### src/rtl/core/spf_pkg.sv
`timescale 1ns / 1ps
`default_nettype none
// ---------------------------------------------------------------------------
// Spectrum peak finder package
// Shared widths, register indexes, reset values, enum types and helpers.
// ---------------------------------------------------------------------------
package spf_pkg;

  // Configuration register widths and indexes.
  localparam int CNT_W      = 11;
  localparam int MARGIN_W   = 16;
  localparam int RATE_W     = 27;
  localparam int CFG_ADDR_W = 2;
  localparam int CFG_DATA_W = 27;

  localparam logic [CFG_ADDR_W-1:0] CFG_BIN_COUNT   = 2'd0;
  localparam logic [CFG_ADDR_W-1:0] CFG_PEAK_MARGIN = 2'd1;
  localparam logic [CFG_ADDR_W-1:0] CFG_SAMPLE_RATE = 2'd2;

  localparam logic [CNT_W-1:0]    RST_BIN_COUNT   = 11'd1024;
  localparam logic [MARGIN_W-1:0] RST_PEAK_MARGIN = 16'd3;
  localparam logic [RATE_W-1:0]   RST_SAMPLE_RATE = 27'd48000;

  // Result field widths.
  localparam int MAG_W     = 16;
  localparam int BIN_OUT_W = 10;
  localparam int SB_OUT_W  = 11;
  localparam int FREQ_W    = 28;
  localparam int SB_W      = CNT_W + 1;

  // Default parameter values.
  localparam int DEF_MAX_BINS    = 1024;
  localparam int DEF_SAMPLE_BITS = 16;

  // Pending result slots, in delivery order.
  localparam int PEND_INT  = 0;
  localparam int PEND_ZERO = 1;
  localparam int PEND_LAST = 2;
  localparam int PEND_N    = 3;

  typedef enum logic [2:0] {
    ARITH_NOP,
    ARITH_MUL,
    ARITH_MAC,
    ARITH_SQRT,
    ARITH_DIV
  } arith_op_e;

  typedef struct packed {
    logic      valid;
    arith_op_e op;
  } arith_cmd_t;

  typedef enum logic [3:0] {
    ST_IDLE,
    ST_SQ_RE,
    ST_SQ_IM,
    ST_ROOT_GO,
    ST_ROOT,
    ST_JUDGE,
    ST_PICK,
    ST_FMUL,
    ST_DIV_GO,
    ST_DIV,
    ST_EMIT
  } spf_state_e;

  // Accumulator width: holds re^2 + im^2 and |signed bin| * sample rate.
  function automatic int acc_width(input int sample_bits);
    int w;
    w = 2 * sample_bits;
    if (w < CNT_W + RATE_W) begin
      w = CNT_W + RATE_W;
    end
    return w;
  endfunction

  // Largest usable bin count, bounded by what the count register can hold.
  function automatic int max_count(input int max_bins);
    int n;
    n = max_bins;
    if (n > (1 << CNT_W) - 1) begin
      n = (1 << CNT_W) - 1;
    end
    return n;
  endfunction

  function automatic logic is_peak(input logic [MAG_W-1:0]    prev,
                                   input logic [MAG_W-1:0]    cand,
                                   input logic [MAG_W-1:0]    next,
                                   input logic [MARGIN_W-1:0] margin);
    logic [MAG_W:0] lim_p;
    logic [MAG_W:0] lim_n;
    lim_p = {1'b0, prev} + {1'b0, margin};
    lim_n = {1'b0, next} + {1'b0, margin};
    return ({1'b0, cand} >= lim_p) && ({1'b0, cand} >= lim_n);
  endfunction

endpackage
`default_nettype wire

### src/rtl/core/spf_arith.sv
`timescale 1ns / 1ps
`default_nettype none
// ---------------------------------------------------------------------------
// Spectrum peak finder shared arithmetic unit
// One multiplier with accumulate, and one compare-subtract step that serves
// both the bitwise square root and the restoring division.
// ---------------------------------------------------------------------------
module spf_arith #(
  parameter int SAMPLE_BITS = spf_pkg::DEF_SAMPLE_BITS
) (
  input  wire                                          clk_i,
  input  wire                                          rst_ni,
  input  spf_pkg::arith_cmd_t                          cmd_i,
  input  wire [(SAMPLE_BITS > spf_pkg::CNT_W ? SAMPLE_BITS : spf_pkg::CNT_W)-1:0]   mul_a_i,
  input  wire [(SAMPLE_BITS > spf_pkg::RATE_W ? SAMPLE_BITS : spf_pkg::RATE_W)-1:0] mul_b_i,
  input  wire [spf_pkg::CNT_W-1:0]                     divisor_i,
  output logic                                         busy_o,
  output logic [spf_pkg::acc_width(SAMPLE_BITS)-1:0]   result_o
);
  import spf_pkg::*;

  localparam int MA_W   = (SAMPLE_BITS > CNT_W) ? SAMPLE_BITS : CNT_W;
  localparam int MB_W   = (SAMPLE_BITS > RATE_W) ? SAMPLE_BITS : RATE_W;
  localparam int PROD_W = MA_W + MB_W;
  localparam int ACC_W  = acc_width(SAMPLE_BITS);
  localparam int ROOT_W = ACC_W / 2;
  localparam int R_W    = (ROOT_W + 1 > CNT_W) ? ROOT_W + 1 : CNT_W;
  localparam int T_W    = R_W + 2;
  localparam int STEP_W = $clog2(ACC_W + 1);

  logic [ACC_W-1:0]  w_q, w_d;
  logic [ACC_W-1:0]  res_q, res_d;
  logic [R_W-1:0]    rem_q, rem_d;
  logic [STEP_W-1:0] cnt_q, cnt_d;
  logic              sqrt_q, sqrt_d;
  logic              busy_q, busy_d;

  logic [PROD_W-1:0] prod;
  logic [T_W-1:0]    shifted;
  logic [T_W-1:0]    trial;
  logic [T_W-1:0]    diff;
  logic              ge;

  assign prod = {{MB_W{1'b0}}, mul_a_i} * {{MA_W{1'b0}}, mul_b_i};

  // Square root brings in two radicand bits per step, division one.
  always_comb begin
    if (sqrt_q) begin
      shifted = {rem_q, w_q[ACC_W-1:ACC_W-2]};
      trial   = {res_q[R_W-1:0], 2'b01};
    end else begin
      shifted = {1'b0, rem_q, w_q[ACC_W-1]};
      trial   = {{(T_W-CNT_W){1'b0}}, divisor_i};
    end
    diff = shifted - trial;
    ge   = (shifted >= trial);
  end

  always_comb begin
    w_d    = w_q;
    res_d  = res_q;
    rem_d  = rem_q;
    cnt_d  = cnt_q;
    sqrt_d = sqrt_q;
    busy_d = busy_q;
    if (busy_q) begin
      rem_d = ge ? diff[R_W-1:0] : shifted[R_W-1:0];
      res_d = {res_q[ACC_W-2:0], ge};
      w_d   = sqrt_q ? {w_q[ACC_W-3:0], 2'b00} : {w_q[ACC_W-2:0], 1'b0};
      cnt_d = cnt_q - STEP_W'(1);
      if (cnt_q == STEP_W'(1)) begin
        busy_d = 1'b0;
      end
    end else if (cmd_i.valid) begin
      case (cmd_i.op)
        ARITH_MUL: begin
          w_d = prod[ACC_W-1:0];
        end
        ARITH_MAC: begin
          w_d = w_q + prod[ACC_W-1:0];
        end
        ARITH_SQRT: begin
          rem_d  = '0;
          res_d  = '0;
          cnt_d  = STEP_W'(ROOT_W);
          sqrt_d = 1'b1;
          busy_d = 1'b1;
        end
        ARITH_DIV: begin
          rem_d  = '0;
          res_d  = '0;
          cnt_d  = STEP_W'(ACC_W);
          sqrt_d = 1'b0;
          busy_d = 1'b1;
        end
        default: begin
        end
      endcase
    end
  end

  always_ff @(posedge clk_i or negedge rst_ni) begin
    if (!rst_ni) begin
      busy_q <= 1'b0;
      cnt_q  <= '0;
      sqrt_q <= 1'b0;
    end else begin
      busy_q <= busy_d;
      cnt_q  <= cnt_d;
      sqrt_q <= sqrt_d;
    end
  end

  always_ff @(posedge clk_i) begin
    w_q   <= w_d;
    res_q <= res_d;
    rem_q <= rem_d;
  end

  assign busy_o   = busy_q;
  assign result_o = res_q;

endmodule
`default_nettype wire

### src/rtl/core/spectrum_peak_finder.sv
`timescale 1ns / 1ps
`default_nettype none
// ---------------------------------------------------------------------------
// Spectrum peak finder
// Reports bins whose magnitude clears both circular neighbours by a margin.
// ---------------------------------------------------------------------------
// Bins of one frame arrive in order, bin 0 first, one per input transfer.
// Each bin's magnitude is the floor square root of re^2 + im^2, saturated to
// 16 bits. All arithmetic runs through one shared unit: a multiplier for the
// squares and the frequency product, and a compare-subtract stage that
// produces one root bit or one quotient bit per cycle. A bin is finished,
// including the frequency division for every peak it reports and any output
// stall, before the next one is accepted. Bins 0 and count-1 are reported on
// the last bin of the frame, after the interior result, and the final result
// of each input is marked with tlast.
module spectrum_peak_finder #(
  parameter int MAX_BINS    = spf_pkg::DEF_MAX_BINS,
  parameter int SAMPLE_BITS = spf_pkg::DEF_SAMPLE_BITS
) (
  input  wire                                clk_i,
  input  wire                                rst_ni,
  // Input bins.
  input  wire                                s_axis_tvalid_i,
  output logic                               s_axis_tready_o,
  // bin_real [SAMPLE_BITS-1:0], bin_imag [2*SAMPLE_BITS-1:SAMPLE_BITS]
  input  wire [((2*SAMPLE_BITS+7)/8)*8-1:0]  s_axis_tdata_i,
  // Peak results.
  output logic                               m_axis_tvalid_o,
  input  wire                                m_axis_tready_i,
  // peak_bin [9:0], signed_bin [20:10], peak_frequency_hz [48:21]
  output logic [55:0]                        m_axis_tdata_o,
  output logic                               m_axis_tlast_o,
  // Configuration writes.
  input  wire                                cfg_we_i,
  input  wire [spf_pkg::CFG_ADDR_W-1:0]      cfg_addr_i,
  input  wire [spf_pkg::CFG_DATA_W-1:0]      cfg_wdata_i
);
  import spf_pkg::*;

  localparam int MA_W    = (SAMPLE_BITS > CNT_W) ? SAMPLE_BITS : CNT_W;
  localparam int MB_W    = (SAMPLE_BITS > RATE_W) ? SAMPLE_BITS : RATE_W;
  localparam int ACC_W   = acc_width(SAMPLE_BITS);
  localparam int MAX_N   = max_count(MAX_BINS);
  localparam int POS_W   = $clog2(MAX_N);
  localparam int OUT_W   = BIN_OUT_W + SB_OUT_W + FREQ_W;
  localparam int OUT_PAD = 56 - OUT_W;

  // Configuration registers.
  logic [CNT_W-1:0]    bin_count_q;
  logic [MARGIN_W-1:0] peak_margin_q;
  logic [RATE_W-1:0]   sample_rate_q;

  // Frame state.
  logic [MAG_W-1:0] first_mag_q, second_mag_q, older_mag_q, newer_mag_q;
  logic [POS_W-1:0] pos_q;

  // Per-bin working registers.
  logic [SAMPLE_BITS-1:0] abs_re_q, abs_im_q;
  logic [POS_W-1:0]       cur_q;
  logic                   last_q;
  logic [PEND_N-1:0]      pend_q;
  logic [PEND_N-1:0]      sel_q;
  logic [CNT_W-1:0]       res_bin_q;
  logic [SB_W-1:0]        res_sb_q;
  logic [CNT_W-1:0]       res_mag_q;
  logic                   res_neg_q;

  // Output register.
  logic                   out_valid_q;
  logic [OUT_W-1:0]       out_data_q;
  logic                   out_last_q;

  spf_state_e state_q, state_d;

  arith_cmd_t        cmd;
  logic [MA_W-1:0]   mul_a;
  logic [MB_W-1:0]   mul_b;
  logic              arith_busy;
  logic [ACC_W-1:0]  arith_res;

  logic [CNT_W-1:0]       eff_n;
  logic [CNT_W-1:0]       n_m1;
  logic                   in_xfer;
  logic                   out_free;
  logic [SAMPLE_BITS-1:0] raw_re, raw_im;
  logic [SAMPLE_BITS-1:0] abs_re, abs_im;
  logic                   frame_end;
  logic [POS_W-1:0]       pos_eff;
  logic [MAG_W-1:0]       mag;
  logic [MAG_W-1:0]       first_nxt, second_nxt;
  logic [PEND_N-1:0]      pend_nxt;
  logic [PEND_N-1:0]      pick;
  logic [CNT_W-1:0]       pick_bin;
  logic                   pick_neg;
  logic [CNT_W-1:0]       pick_mag;
  logic [FREQ_W-1:0]      quot;
  logic [FREQ_W-1:0]      freq;
  logic [PEND_N-1:0]      pend_left;

  // Count clamped to the supported range.
  always_comb begin
    if (bin_count_q < CNT_W'(2)) begin
      eff_n = CNT_W'(2);
    end else if (bin_count_q > CNT_W'(MAX_N)) begin
      eff_n = CNT_W'(MAX_N);
    end else begin
      eff_n = bin_count_q;
    end
    n_m1 = eff_n - CNT_W'(1);
  end

  assign in_xfer  = s_axis_tvalid_i && s_axis_tready_o;
  assign out_free = !out_valid_q || m_axis_tready_i;

  assign raw_re = s_axis_tdata_i[SAMPLE_BITS-1:0];
  assign raw_im = s_axis_tdata_i[2*SAMPLE_BITS-1:SAMPLE_BITS];
  assign abs_re = raw_re[SAMPLE_BITS-1] ? (~raw_re + SAMPLE_BITS'(1)) : raw_re;
  assign abs_im = raw_im[SAMPLE_BITS-1] ? (~raw_im + SAMPLE_BITS'(1)) : raw_im;

  // A position at or past the end closes the frame as bin count-1.
  assign frame_end = CNT_W'(pos_q) >= n_m1;
  assign pos_eff   = frame_end ? n_m1[POS_W-1:0] : pos_q;

  // Magnitude saturates to 16 bits.
  assign mag = (|arith_res[ACC_W-1:MAG_W]) ? {MAG_W{1'b1}} : arith_res[MAG_W-1:0];

  always_comb begin
    first_nxt  = (cur_q == '0) ? mag : first_mag_q;
    second_nxt = (cur_q == POS_W'(1)) ? mag : second_mag_q;
    pend_nxt   = '0;
    pend_nxt[PEND_INT]  = (CNT_W'(cur_q) >= CNT_W'(2)) &&
                          is_peak(older_mag_q, newer_mag_q, mag, peak_margin_q);
    pend_nxt[PEND_ZERO] = last_q && is_peak(mag, first_nxt, second_nxt, peak_margin_q);
    pend_nxt[PEND_LAST] = last_q && is_peak(newer_mag_q, mag, first_nxt, peak_margin_q);
  end

  // Earliest pending result and its signed bin.
  always_comb begin
    pick     = '0;
    pick_bin = '0;
    if (pend_q[PEND_INT]) begin
      pick[PEND_INT] = 1'b1;
      pick_bin       = CNT_W'(cur_q) - CNT_W'(1);
    end else if (pend_q[PEND_ZERO]) begin
      pick[PEND_ZERO] = 1'b1;
      pick_bin        = '0;
    end else if (pend_q[PEND_LAST]) begin
      pick[PEND_LAST] = 1'b1;
      pick_bin        = n_m1;
    end
    pick_neg = pick_bin > (eff_n >> 1);
    pick_mag = pick_neg ? (eff_n - pick_bin) : pick_bin;
  end

  assign quot      = arith_res[FREQ_W-1:0];
  assign freq      = res_neg_q ? (~quot + FREQ_W'(1)) : quot;
  assign pend_left = pend_q & ~sel_q;

  // Next state.
  always_comb begin
    state_d = state_q;
    case (state_q)
      ST_IDLE: begin
        if (s_axis_tvalid_i) begin
          state_d = ST_SQ_RE;
        end
      end
      ST_SQ_RE:   state_d = ST_SQ_IM;
      ST_SQ_IM:   state_d = ST_ROOT_GO;
      ST_ROOT_GO: state_d = ST_ROOT;
      ST_ROOT: begin
        if (!arith_busy) begin
          state_d = ST_JUDGE;
        end
      end
      ST_JUDGE:   state_d = ST_PICK;
      ST_PICK: begin
        state_d = (pend_q == '0) ? ST_IDLE : ST_FMUL;
      end
      ST_FMUL:    state_d = ST_DIV_GO;
      ST_DIV_GO:  state_d = ST_DIV;
      ST_DIV: begin
        if (!arith_busy) begin
          state_d = ST_EMIT;
        end
      end
      ST_EMIT: begin
        if (out_free) begin
          state_d = ST_PICK;
        end
      end
      default:    state_d = ST_IDLE;
    endcase
  end

  // Sequencer outputs: input ready, shared unit command and operand selection.
  always_comb begin
    cmd.valid       = 1'b0;
    cmd.op          = ARITH_NOP;
    mul_a           = '0;
    mul_b           = '0;
    s_axis_tready_o = 1'b0;
    case (state_q)
      ST_IDLE: begin
        s_axis_tready_o = 1'b1;
      end
      ST_SQ_RE: begin
        cmd.valid = 1'b1;
        cmd.op    = ARITH_MUL;
        mul_a     = MA_W'(abs_re_q);
        mul_b     = MB_W'(abs_re_q);
      end
      ST_SQ_IM: begin
        cmd.valid = 1'b1;
        cmd.op    = ARITH_MAC;
        mul_a     = MA_W'(abs_im_q);
        mul_b     = MB_W'(abs_im_q);
      end
      ST_ROOT_GO: begin
        cmd.valid = 1'b1;
        cmd.op    = ARITH_SQRT;
      end
      ST_FMUL: begin
        cmd.valid = 1'b1;
        cmd.op    = ARITH_MUL;
        mul_a     = MA_W'(res_mag_q);
        mul_b     = MB_W'(sample_rate_q);
      end
      ST_DIV_GO: begin
        cmd.valid = 1'b1;
        cmd.op    = ARITH_DIV;
      end
      default: begin
      end
    endcase
  end

  spf_arith #(
    .SAMPLE_BITS (SAMPLE_BITS)
  ) u_arith (
    .clk_i     (clk_i),
    .rst_ni    (rst_ni),
    .cmd_i     (cmd),
    .mul_a_i   (mul_a),
    .mul_b_i   (mul_b),
    .divisor_i (eff_n),
    .busy_o    (arith_busy),
    .result_o  (arith_res)
  );

  // Control and state registers.
  always_ff @(posedge clk_i or negedge rst_ni) begin
    if (!rst_ni) begin
      state_q       <= ST_IDLE;
      bin_count_q   <= RST_BIN_COUNT;
      peak_margin_q <= RST_PEAK_MARGIN;
      sample_rate_q <= RST_SAMPLE_RATE;
      first_mag_q   <= '0;
      second_mag_q  <= '0;
      older_mag_q   <= '0;
      newer_mag_q   <= '0;
      pos_q         <= '0;
      pend_q        <= '0;
      out_valid_q   <= 1'b0;
    end else begin
      state_q <= state_d;
      if (cfg_we_i) begin
        case (cfg_addr_i)
          CFG_BIN_COUNT:   bin_count_q   <= cfg_wdata_i[CNT_W-1:0];
          CFG_PEAK_MARGIN: peak_margin_q <= cfg_wdata_i[MARGIN_W-1:0];
          CFG_SAMPLE_RATE: sample_rate_q <= cfg_wdata_i[RATE_W-1:0];
          default: begin
          end
        endcase
      end
      if (in_xfer) begin
        pos_q <= frame_end ? '0 : pos_q + POS_W'(1);
      end
      if (state_q == ST_JUDGE) begin
        first_mag_q  <= first_nxt;
        second_mag_q <= second_nxt;
        older_mag_q  <= newer_mag_q;
        newer_mag_q  <= mag;
        pend_q       <= pend_nxt;
      end
      if (state_q == ST_EMIT && out_free) begin
        pend_q      <= pend_left;
        out_valid_q <= 1'b1;
      end else if (m_axis_tready_i) begin
        out_valid_q <= 1'b0;
      end
    end
  end

  // Payload registers.
  always_ff @(posedge clk_i) begin
    if (in_xfer) begin
      abs_re_q <= abs_re;
      abs_im_q <= abs_im;
      cur_q    <= pos_eff;
      last_q   <= frame_end;
    end
    if (state_q == ST_PICK) begin
      sel_q     <= pick;
      res_bin_q <= pick_bin;
      res_neg_q <= pick_neg;
      res_mag_q <= pick_mag;
      res_sb_q  <= pick_neg ? (~{1'b0, pick_mag} + SB_W'(1)) : {1'b0, pick_bin};
    end
    if (state_q == ST_EMIT && out_free) begin
      out_data_q <= {freq, res_sb_q[SB_OUT_W-1:0], res_bin_q[BIN_OUT_W-1:0]};
      out_last_q <= (pend_left == '0);
    end
  end

  assign m_axis_tvalid_o = out_valid_q;
  assign m_axis_tdata_o  = {{OUT_PAD{1'b0}}, out_data_q};
  assign m_axis_tlast_o  = out_last_q;

endmodule
`default_nettype wire

### config.mk
export PLATFORM = sky130hd
export DESIGN_NAME = spectrum_peak_finder
export DESIGN_NICKNAME = d
export VERILOG_FILES = /design/src/rtl/core/spf_pkg.sv /design/src/rtl/core/spf_arith.sv /design/src/rtl/core/spectrum_peak_finder.sv
export SDC_FILE = /design/constraint.sdc
export NUM_CORES = 2
export LEC_CHECK = 0
export CORE_MARGIN = 5
export CORE_UTILIZATION = 37
export DETAILED_ROUTE_END_ITERATION = 16
export DONT_BUFFER_PORTS = 1
export GPL_TIMING_DRIVEN = 0
export HOLD_SLACK_MARGIN = 0.12
export PLACE_DENSITY = 0.48
export SLEW_MARGIN = 30
export SYNTH_ARGS = -nofsm -noshare
export SYNTH_HDL_FRONTEND = slang
export SYNTH_HIERARCHICAL = 1
export SYNTH_SLANG_ARGS = --single-unit
export TNS_END_PERCENT = 10
### constraint.sdc
create_clock -name clk_i -period 10.4 [get_ports clk_i]
set_input_delay 1.56 -clock clk_i [delete_from_list [all_inputs] [get_ports clk_i]]
set_output_delay 1.56 -clock clk_i [all_outputs]
set_load 0.01 [all_outputs]
== After elaboration in Yosys (flattened, before gate mapping) ==
Cells that the tools add are included.
Cells by class
  $lt $le $gt $ge: 12
  reduce and logical (&&, ||, !) cells: 34
  $mul: 1
  div/mod/pow operators: 0
  equality and inequality tests: 22
  add/subtract/negate cells: 16
  shifts and indexed selects: 0
  muxes and demuxes: 53
  bitwise operators: 7
Operators by type and width (number)
  two-way mux 38 bit: 6
  >= comparator 16 x 17 -> 1 bit: 6
  adder 16 x 16 -> 17 bit: 5
  one-hot mux 27 bit (3 select lines): 1
  two-way mux 20 bit: 4
  two-way mux 11 bit: 7
  one-hot mux 38 bit (2 select lines): 1
  two-way mux 16 bit: 3
  one-hot mux 16 bit (3 select lines): 1
  two-way mux 22 bit: 2
  one-hot mux 4 bit (11 select lines): 1
  adder 38 bit: 1
  multiplier 16 x 27 -> 38 bit: 1
  adder 16 x 1 -> 16 bit (second input constant): 2
  inverter 16 bit: 2
  two-way mux 15 bit: 2
  adder 28 x 1 -> 28 bit (second input constant): 1
  two-way mux 28 bit: 1
  inverter 28 bit: 1
  >= comparator 22 bit: 1
  OR reduction 22 bit: 1
  two-way mux 10 bit: 2
  subtractor 20 bit: 1
  == test 4 x 3 -> 1 bit (second input constant): 4
  46 further kinds: 88
Storage, ports and cells
  memory bits (read-only): 0
  logic and storage cells: 177
  bits in writable memories: 0
  output and inout bits: 59
  memories: 0
  bits in registers: 369
  bits in latches: 0

== Longest topological paths before layout ==
  word-level depth: 12
  gate-level depth with buffers: 42

== Cells and area by module ==
Netlist, hierarchy kept.
Modules (own cells, without submodules)
  spf_arith: instances 1, area an instance 21629.5 µm², cells an instance 2414
  spectrum_peak_finder: instances 1, area an instance 19015.7 µm², cells an instance 1920

== Worst setup path before layout ==
No wires, ideal clock.
  kind: reg-to-reg
  from: register state_q[0]
  to: register u_arith.w_q[37], data pin
  data arrival time: 9.370 ns
  period minus slack after synthesis: 9.515 ns
  path slack: 0.885 ns
  library setup time: 0.145 ns
  stages on the path, launching flop included: 40
  data required time: 10.255 ns
  cells stage by stage: dfrtp_1 clkbuf_1 nand2b_1 nor3_1 clkbuf_1 a22oi_1 nand2_1 clkbuf_1 clkbuf_1 nand2_1 fa_1 inv_1 fa_1 inv_1 fa_1 inv_1 fa_1 fa_1 (+4 left out) a21oi_2 nand3_1 or3_1 o21ba_2 a21o_1 a21o_1 xnor2_1 inv_1 ha_1 and4_1 and3_1 a22oi_1 o211a_2 a31oi_1 a311o_1 a211oi_2 xnor3_1 o21ai_1
On the way
  word-level cells in the longest chain between the ends: 7
  elaborated cells between the ends (all ways): 16
  classes of those cells: add/sub (1); mul (1); eq/ne (7); mux (6); reduce/logical (1)
Ends and longest elaborated chain
  start, declared: RTL line spectrum_peak_finder.sv:73  | spf_state_e state_q, state_d;
  start signal, assigned: RTL line spectrum_peak_finder.sv:266  | state_q <= state_d;
  == test 4 x 3 -> 1 bit, or another cell as far along: RTL line spectrum_peak_finder.sv:203  | case (state_q)
  one-hot mux 16 bit (3 select lines) *: RTL line spectrum_peak_finder.sv:203
  via mul_a[1]: RTL line spectrum_peak_finder.sv:76  | logic [MA_W-1:0] mul_a;
  multiplier 16 x 27 -> 38 bit *: RTL line spf_arith.sv:44  | assign prod = {{MB_W{1'b0}}, mul_a_i} * {{MA_W{1'b0}}, mul_b_i};
  adder 38 bit: RTL line spf_arith.sv:80  | w_d = w_q + prod[ACC_W-1:0];
  one-hot mux 38 bit (2 select lines) *: RTL line spf_arith.sv:75  | case (cmd_i.op)
  two-way mux 38 bit *: RTL line spf_arith.sv:74  | end else if (cmd_i.valid) begin
  two-way mux 38 bit *: RTL line spf_arith.sv:66  | if (busy_q) begin
  via u_arith.w_d[37]: RTL line spf_arith.sv:31  | logic [ACC_W-1:0] w_q, w_d;
  end signal, assigned: RTL line spf_arith.sv:115  | w_q <= w_d;
  end, declared: RTL line spf_arith.sv:31
The timed path passes the listed nets; every way through them passes the cells marked *. The select of a mux whose other input is x is not followed.
A chain may end at the register's enable or synchronous reset.

== Worst setup path after layout ==
  from: register state_q[0]
  to: register u_arith.w_q[37], data pin
On the way
  word-level cells in the longest chain between the ends: 7
  elaborated cells between the ends (all ways): 16
  classes of those cells: add/sub (1); mul (1); eq/ne (7); mux (6); reduce/logical (1)
Ends and longest elaborated chain
  == test 4 x 3 -> 1 bit, or another cell as far along: RTL line spectrum_peak_finder.sv:203
  one-hot mux 27 bit (3 select lines) *: RTL line spectrum_peak_finder.sv:203
  via mul_b[3]: RTL line spectrum_peak_finder.sv:77  | logic [MB_W-1:0] mul_b;
  multiplier 16 x 27 -> 38 bit *: RTL line spf_arith.sv:44
  adder 38 bit: RTL line spf_arith.sv:80
  one-hot mux 38 bit (2 select lines) *: RTL line spf_arith.sv:75
  two-way mux 38 bit *: RTL line spf_arith.sv:74
  two-way mux 38 bit *: RTL line spf_arith.sv:66
  via u_arith.w_d[37]: RTL line spf_arith.sv:31
Marked as above.

==> flow_summary.yaml <==
cts:
  cts_tree: "yes"
  cts_root_buf: "clkbuf_16"
  cts_max_level: 2
  clk_latency_ns: 0.64
  cts.sinks: 368
  path_clk_slew_ns: 0.06
  clockBufferDepth: 3
  cts_buffers: 49
route:
  firstDrtPassIters: 5
  vias: 31510
  drc: 0
  wl_um: 131700
  wl_per_cell_um: 22.43
  drt_iter0_drc: 1861
  vias_per_cell: 5.365
  ant_nets: 0
synthesis:
  seq_area_frac_synth: 0.2545
  synth_flop_cell: "edfxtp_1"
  synth-seq-cells: 368
  async_flop_share: 0.3913
  synth_area_um2: 40650
  ys_types: 102
  syn-mean-instance-area_um2: 9.378
  synth-edff-count: 224
  ys_warn_count: 6
  synthCells: 4334
grt:
  grt_remaining_overflow: 0
  grtUsageTotal: 0.2227
  antenna_found_initial: 21
  grt_max_degree: 145
  grt_pass1_wl_um: 198900
  grt_pass1_vias: 32110
die:
  coreArea_um2: 109000
  die_w_um: 341.4
  pin_count: 125
  die_h_um: 341.4
  die_area_um2: 116600
  num_rows: 121
  initial_core_util: 0.3729
placed_design:
  gp_congestion: 0.8798
  port_buffers: 0
  dpl.hpwl_um: 106000
worst_setup_path:
  worstSetupPathType: "register to register"
  crit_arrival_ns: 10.46
  cpPeakStageDelay_ns: 0.64
  cp.required_ns: 10.87
  cp-end-kind: "register"
  crit_fanout: 10
  path_common_cell: "fa_1"
  start_kind: "register"
  slowest_stage: "xnor2_1"
worst_hold_path:
  hp-class: "register to register"
sta:
  hold_viol: 0
  setup_violations: 0
  maxSlewViolCount: 0
  maxSlewHeadroom: 0.3464
  period_share: 0.9605
  worstMarginPinSlew_ns: 0.9804
  whs_ns: 0.4191
  min_period_ns: 9.990
  clock_skew_ns: 0.03640
  rsz0062_at_grt: "false"
  timing.fmax_mhz: 100.1
outcome:
  outcome: "finished clean"
run:
  maxCapViolCount: 0
cells_and_area:
  syn2layout_area_growth_pct: 10.92
  nets: 5192
  drive_gt1_frac: 0.1035
  layout_common_cells: "inv_1 (528), nand2_1 (490), ha_1 (362), fa_1 (346), and2_1 (230)"
  layout_commonest_cell: "inv_1"
==> repair_timing <==
item                       in CTS  in global routing
resized for setup             109                131
buffers inserted                7                 16
gates cloned                    0                  0
hold buffers                    0                  0
setup endpoints to repair      20                 14
pin swaps                       4                 13
==> kinds of logic after synthesis <==
kind of cell,synth area share
DFF,0.2545
muxes,0.05396
buffers and inverters,0.06714
adders and majority gates,0.2838
and+or+nand+nor,0.1591
other,0.00009226
AOI/OAI and AO/OA,0.1350
xor gates and xnor gates,0.04645
==> metrics by stage <==
step,utilization,cell area (um^2),worst slack (ns),cells,TNS [ns]
5_1_grt,0.4135,45080,0.03580,5869,0
3_3_place_gp,0.3893,42440,-2.226,5754,-30.57
3_5_place_dp,0.3918,42710,-1.833,5763,-22.17
4_1_cts,0.4100,44700,0.001937,5853,0
2_1_floorplan,-,40670,0.8848,4340,0
6_report,0.4136,45090,0.4103,5873,0
==> path summary, 6_finish.rpt <==
path	end	start	slack (ns)	depth (start not counted)
worst max register to register	u_arith/w_q[37]	state_q[0]	0.41	37
worst min register to register	out_data_q[12]	res_sb_q[2]	0.42	0
min in group asynchronous	older_mag_q[3]	rst_ni	0.62	0
max in group asynchronous	state_q[2]	rst_ni	9.41	0
worst max-delay path	u_arith/w_q[37]	state_q[0]	0.41	37
worst min-delay path	out_data_q[12]	res_sb_q[2]	0.42	0
==> cell type report <==
type | instances | area (um^2)
antenna | 7 | 17.52
clock inverter | 34 | 370.4
inverter | 535 | 2013
multi-input combinational | 3266 | 28000
clock buffer | 56 | 1294
tap | 1414 | 1769
buffer | 161 | 882.1
fill | 10970 | 63920
timing repair buffer | 32 | 391.6
sequential | 368 | 10340
==> state kept, by name, indices dropped and copies added, names as in the netlist, 10 cells and up <==
signal	flops
res_bin_q	10
older_mag_q	16
u_arith/w_q	38
first_mag_q	16
second_mag_q	16
abs_re_q	16
abs_im_q	16
res_mag_q	10
u_arith/rem_q	20
res_sb_q	11
cur_q	10
u_arith/result_o	38
newer_mag_q	16
pos_q	10
sample_rate_q	27
bin_count_q	11
out_data_q	49
peak_margin_q	16
==> Yosys cell counts (17+ instances only) <==
| library cell | n | area share |
|---|---|---|
| mux2_2 | 124 | 0.034 |
| a31oi_1 | 30 | 0.0046 |
| nand2_1 | 511 | 0.047 |
| nor2b_1 | 56 | 0.0086 |
| a21o_1 | 55 | 0.010 |
| nor4_1 | 18 | 0.0028 |
| nand3_1 | 71 | 0.0087 |
| dfrtp_1 | 134 | 0.082 |
| nor3_1 | 67 | 0.0082 |
| and3_1 | 31 | 0.0048 |
| fa_1 | 348 | 0.17 |
| nand2b_1 | 39 | 0.0060 |
| a22oi_1 | 24 | 0.0044 |
| nor2_1 | 154 | 0.014 |
| o21a_1 | 57 | 0.011 |
| o31ai_1 | 30 | 0.0055 |
| edfxtp_1 | 224 | 0.17 |
| clkbuf_1 | 141 | 0.013 |
| and2_1 | 230 | 0.035 |
| a21oi_1 | 188 | 0.023 |
| o21ai_0 | 178 | 0.022 |
| or3_1 | 27 | 0.0042 |
| nand4_1 | 30 | 0.0046 |
| xor2_1 | 72 | 0.016 |
| o211ai_1 | 21 | 0.0039 |
| nor3b_1 | 17 | 0.0031 |
| ha_1 | 365 | 0.11 |
| o21bai_1 | 26 | 0.0048 |
| xnor2_1 | 141 | 0.030 |
| inv_1 | 534 | 0.049 |
| mux2i_1 | 77 | 0.019 |
| a211oi_1 | 36 | 0.0066 |
==> layer usage <==
| layer | vias up | global-route usage | part of all wire |
|---|---|---|---|
| met4 | 8 | 0.06259 | 0.029 |
| met3 | 167 | 0.03537 | 0.051 |
| li1 | 14990 | - | - |
| met5 | - | 0 | 0.00037 |
| met1 | 15670 | 0.2921 | 0.44 |
| met2 | 671 | 0.3824 | 0.48 |
==> critical path: cells and delay by family (launching register included) <==
family / cells / cell delay, ns
XOR/XNOR: 2 / 0.88
flip-flops: 1 / 0.44
AND/OR/NAND/NOR: 5 / 1.27
adder cells (fa/ha/maj): 8 / 3.38
AO/OA/AOI/OAI: 14 / 2.83
buffers and inverters: 8 / 1.00
Power is left out: the tool's default activity adds up to more than one toggle a clock period on the data nets, which glitch-free logic cannot reach.
